--- src/sfl_serial_mul.sv ---
// bit-serial shift-add multiplier, signed a times unsigned b
module sfl_serial_mul #(
    parameter int AW = 21,
    parameter int BW = 17
) (
    input  logic                 clk,
    input  logic                 rst_n,
    input  logic                 start,
    input  logic signed [AW-1:0] a,
    input  logic [BW-1:0]        b,
    output logic                 done,
    output logic signed [AW+BW-1:0] p
);

    localparam int CW = $clog2(BW + 1);

    logic              busy_reg;
    logic              done_reg;
    logic [CW-1:0]     cnt_reg;
    logic signed [AW-1:0] a_reg;
    logic [BW-1:0]     b_reg;
    logic signed [AW:0] hi_reg;
    logic [BW-1:0]     lo_reg;
    logic signed [AW:0] sum;

    assign sum = hi_reg + (b_reg[0] ? {a_reg[AW-1], a_reg} : '0);

    always_ff @(posedge clk or negedge rst_n)
    begin
        if (!rst_n)
        begin
            busy_reg <= 1'b0;
            done_reg <= 1'b0;
            cnt_reg  <= '0;
        end
        else if (start)
        begin
            busy_reg <= 1'b1;
            done_reg <= 1'b0;
            cnt_reg  <= '0;
        end
        else if (busy_reg)
        begin
            cnt_reg <= cnt_reg + CW'(1);
            if (cnt_reg == CW'(BW - 1))
            begin
                busy_reg <= 1'b0;
                done_reg <= 1'b1;
            end
        end
        else
        begin
            done_reg <= 1'b0;
        end
    end

    always_ff @(posedge clk)
    begin
        if (start)
        begin
            a_reg  <= a;
            b_reg  <= b;
            hi_reg <= '0;
            lo_reg <= '0;
        end
        else if (busy_reg)
        begin
            hi_reg <= {sum[AW], sum[AW:1]};
            lo_reg <= {sum[0], lo_reg[BW-1:1]};
            b_reg  <= {1'b0, b_reg[BW-1:1]};
        end
    end

    assign done = done_reg;
    assign p = {hi_reg[AW-1:0], lo_reg};

endmodule

--- config.mk ---
export PLATFORM = sky130hd
export DESIGN_NAME = sfl_serial_mul
export DESIGN_NICKNAME = d
export VERILOG_FILES = /design/src/sfl_serial_mul.sv
export SDC_FILE = /design/constraint.sdc
export NUM_CORES = 1
export LEC_CHECK = 0
export BUFFER_PORTS_ARGS = -buffer_cell sky130_fd_sc_hd__buf_2
export CAP_MARGIN = 20
export CORE_MARGIN = 1.5
export CORE_UTILIZATION = 45
export CTS_CLUSTER_SIZE = 8
export DETAILED_ROUTE_END_ITERATION = 12
export HOLD_SLACK_MARGIN = 0.12
export PLACE_DENSITY = 0.75
export SLEW_MARGIN = 5
export SYNTH_ARGS = -nofsm -noshare
export SYNTH_HDL_FRONTEND = slang
export SYNTH_SLANG_ARGS = --single-unit
--- constraint.sdc ---
create_clock -name clk -period 2.6 [get_ports clk]
set_input_delay 0.52 -clock clk [delete_from_list [all_inputs] [get_ports clk]]
set_output_delay 0.52 -clock clk [all_outputs]
set_load 0.01 [all_outputs]
Yosys cells after proc, flatten, opt, wreduce, memory -nomap -nowiden:

Index checks and enable logic that the tools add are counted.

* $add $sub $neg: 2
* reductions and logical operators: 1
* equal/unequal tests: 2
* multiplexer cells: 11

Operators by type and width (number)
* $mux 17: 2
* $add 22x22->22: 1
* $mux 22: 1
* $mux 5: 2
* $mux 1: 6
* $add 5x1->5 const B: 1
* $eq 5x5->1 const B: 1
* $ne 3x2->1 const B: 1
* $reduce_bool 2->1: 1

* output and inout bits: 39
* bits in registers: 83
* bits of input ports: 41

Depth between registers and ports, before layout:

* depth after elaboration: 4
* mapped depth: 11
* depth with buffers taken out: 10

Worst setup path before layout:

No wires, ideal clock.

* path kind: reg2reg
* start: register b_reg[0]
* end: register hi_reg[19]
* data required time: 2.483 ns
* stages on the path, launching flop included: 12
* clock period less this slack: 2.405 ns
* setup slack: 0.195 ns
* data arrival time: 2.287 ns
* library setup time: 0.117 ns
* cell sequence: edfxtp_1 clkbuf_1 and2_1 ha_1 inv_1 fa_1 nand2b_1 a21oi_1 o211ai_1 a21oi_1 o21ai_0 a32o_1

* longest elaborated chain between the ends: 2

RTL lines
* start, declared: line 21 `logic [BW-1:0] b_reg;`
* start signal, assigned: line 70 `b_reg <= {1'b0, b_reg[BW-1:1]};`
* $mux 22: line 26 `assign sum = hi_reg + (b_reg[0] ? {a_reg[AW-1], a_reg} : '0);`
* $add 22x22->22: line 26
* end signal, assigned: line 68 `hi_reg <= {sum[AW], sum[AW:1]};`
* end, declared: line 22 `logic signed [AW:0] hi_reg;`

Every way passes these cells.
A chain may end at the register's enable or synchronous reset.

Worst setup path after layout:

* start: register b_reg[0]
* end: register hi_reg[18]

Same word-level chain as after synthesis.

==> flow_metrics.env <==
export IMPL_clk_path_buf_depth=2
export IMPL_setup_viol=0
export IMPL_port_buffers=79
export IMPL_grt_pass1_vias=3058
export IMPL_clk_pin_slew_ns=0.10
export IMPL_ys_flop_type="edfxtp_1"
export IMPL_fin_skew_ns=0.01184
export IMPL_syn_mean_instance_area_um2=10.87
export IMPL_detail_route_antenna_nets=0
export IMPL_postLayoutCellArea_mm2=0.005040
export IMPL_post_route_drc_count=0
export IMPL_crit_type="reg2reg"
export IMPL_vias_per_cell=5.414
export IMPL_insertion_delay_ns=0.36
export IMPL_fmax_mhz=396.3
export IMPL_rows=35
export IMPL_gr_usage_all_layers_pct=18.31
export IMPL_synth_edff_count=38
export IMPL_die_area_mm2=0.009888
export IMPL_hold_class="in2reg"
export IMPL_endpoint_kind="flip-flop"
export IMPL_tightest_slew_ns=0.6581
export IMPL_grt_first_pass_wirelength_mm=14.38
export IMPL_vias=3194
export IMPL_fp_dieH_um=99.44
export IMPL_layoutNonFillerInstCount=590
export IMPL_ir_drop_v=0.0003197
export IMPL_place_inst=568
export IMPL_ys_seq_elements=83
export IMPL_n_antenna_cell=0
export IMPL_place_gp_congestion=0.8729
export IMPL_dpl_cell_area_mm2=0.004707
export IMPL_critPathRequiredTime_ns=2.85
export IMPL_rsz0062_at_grt="true"
export IMPL_drv_cap=0
export IMPL_synth_area_mm2=0.004185
export IMPL_post_synth_top_area_fraction_pct=27.26
export IMPL_yosysUniqueCellTypes=57
export IMPL_antenna_found_initial=1
export IMPL_h_tree_depth=3
export IMPL_core_mm2=0.009109
export IMPL_cts_root_buffer="clkbuf_8"
export IMPL_drt_total_wl_mm=8.930
export IMPL_grt_max_degree=42
export IMPL_postSynthCellCount=385
export IMPL_leakagePower_nw=2.247
export IMPL_n_fill_cell=822
export IMPL_cts_tree="done"
export IMPL_slew_viol_final=0
export IMPL_layout_area_overhead_vs_synth_pct=20.42
export IMPL_synth_warnings=0
export IMPL_drive_above_1_share_pct=32.15
export IMPL_min_path_cells=1
export IMPL_hold_viol=0
export IMPL_relSlewSlack_pct=56.08
export IMPL_ys_top_cells_by_area="edfxtp_1 27%, dfxtp_1 18%, ha_1 6.9%"
export IMPL_path_max_fanout=11
export IMPL_startpoint_type="flip-flop"
export IMPL_reg2regPathDepth=9
export IMPL_drt_iter0_markers=182
export IMPL_status="completed"
export IMPL_ys_async_sr_fraction_pct=8.434
export IMPL_ios=80
export IMPL_cts_sinks=83
export IMPL_hpwl_mm=6.306
export IMPL_yosysTopAreaCell="edfxtp_1"
export IMPL_synth_fp_nets=450
export IMPL_wl_per_cell_um=15.14
export IMPL_cts_made_buffers=9
export IMPL_cp_arrival_ns=2.78
export IMPL_start_util_pct=45.95
export IMPL_period_minus_slack_ns=2.523
export IMPL_die_x_um=99.44
export IMPL_ys_seq_area_share_pct=49.63
export IMPL_overflow=0
export IMPL_fin_crit_sh_pct=97.06
export IMPL_power_density_mw_per_mm2=718.5
export IMPL_final_net_count=539
export IMPL_drt_pass1_iter_count=5
stage by stage:
step | power (mW) | utilization (%) | TNS (ns) | hold slack, ns | setup WS, ns
after global routing | 3.838 | 55.33 | -0.1729 | 0.3163 | -0.07671
after global placement | 2.627 | 51.68 | 0 | 0.3594 | 0.05538
final | 3.621 | 55.33 | 0 | 0.3269 | 0.07655
after floorplan | 2.349 | - | 0 | 0.2244 | 0.1953
after CTS | 3.572 | 53.90 | 0 | 0.3175 | 0.004714
after detailed placement | 2.659 | 51.68 | 0 | 0.3618 | 0.01616
report_power, final:
group | internal, mW | switching [mW] | leakage [nW]
Combinational | 0.503 | 0.558 | 1.36
Sequential | 1.53 | 0.112 | 0.789
Clock | 0.394 | 0.523 | 0.0998
per-layer routing:
layer  vias up  global-route usage, %  wire length [um]
met2       101                  28.29              4150
li1       1571                      -                 -
met1      1505                  23.28              3914
met5         -                      0                10
met4         2                  8.126               167
met3        15                  6.325               688
critical path: stages, from the launching register on:
cell and delay (ns):
edfxtp_1 0.42, buf_4 0.20, and2_1 0.14, ha_1 0.30, a211oi_2 0.19, nor2_1 0.10, a311oi_2 0.35, o21ai_1 0.15
or3_1 0.33, a32o_1 0.24
cell families (layout without fill, tap and decap cells):
group,after synthesis,count (layout),share of synthesized area [%]
and+or+nand+nor,115,115,13.45
DFF,83,83,49.63
AOI/OAI and AO/OA,79,79,12.80
muxes,42,42,10.52
buffers and inverters,26,120,2.899
adders and majority gates,24,24,7.354
xor gates and xnor gates,16,16,3.348
repair_timing:
| action | 4_1_cts | 5_1_grt |
|---|---|---|
| hold buffers | 1 | 0 |
| buffers inserted | 0 | 4 |
| gates resized for setup | 0 | 22 |
| setup endpoints to repair | 0 | 7 |
| hold endpoints to repair | 7 | 0 |
worst paths after layout:
kind                              endpoint  slack [ns]  startpoint
worst min register to register   hi_reg[9]        0.48   hi_reg[9]
worst max register to register  hi_reg[18]        0.08    b_reg[0]
min in group asynchronous       cnt_reg[2]        0.53       rst_n
worst max-delay path            hi_reg[18]        0.08    b_reg[0]
max in group asynchronous       cnt_reg[4]        1.91       rst_n
worst min-delay path             a_reg[10]        0.33       a[10]
cell usage in the layout, fill, tap and decap left out, types with 14 or more instances in the layout:
cell,instances
edfxtp_1,38
a21oi_1,17
buf_2,79
mux2_2,16
nand2_1,21
buf_4,15
o21ai_0,17
mux2i_1,26
ha_1,14
nor2_1,40
dfxtp_1,38
and2_1,22
synth_stat cells, drive strengths merged, types with 4 or more instances:
library cell and count:
and2 22, nor2 40, o21a 5, a32o 4, nand3 7, nand4 5, nand2 23, edfxtp 38
o211ai 5, dfrtp 7, xor2 6, buf 6, a21oi 23, xnor2 10, mux2 16, inv 9
clkbuf 11, mux2i 26, ha 23, o21ai 20, or3 5, dfxtp 38
final cells by class:
cell class / count / area [um2] / area share (%)
clock inverter: 6 / 55.05 / 1.092
timing repair buffer: 95 / 518.0 / 10.28
sequential: 83 / 2077 / 41.21
tap: 111 / 138.9 / 2.756
multi-input combinational: 276 / 2079 / 41.26
inverter: 9 / 33.78 / 0.6703
clock buffer: 10 / 137.6 / 2.731
No activity file was read; power rests on OpenSTA's default activity.
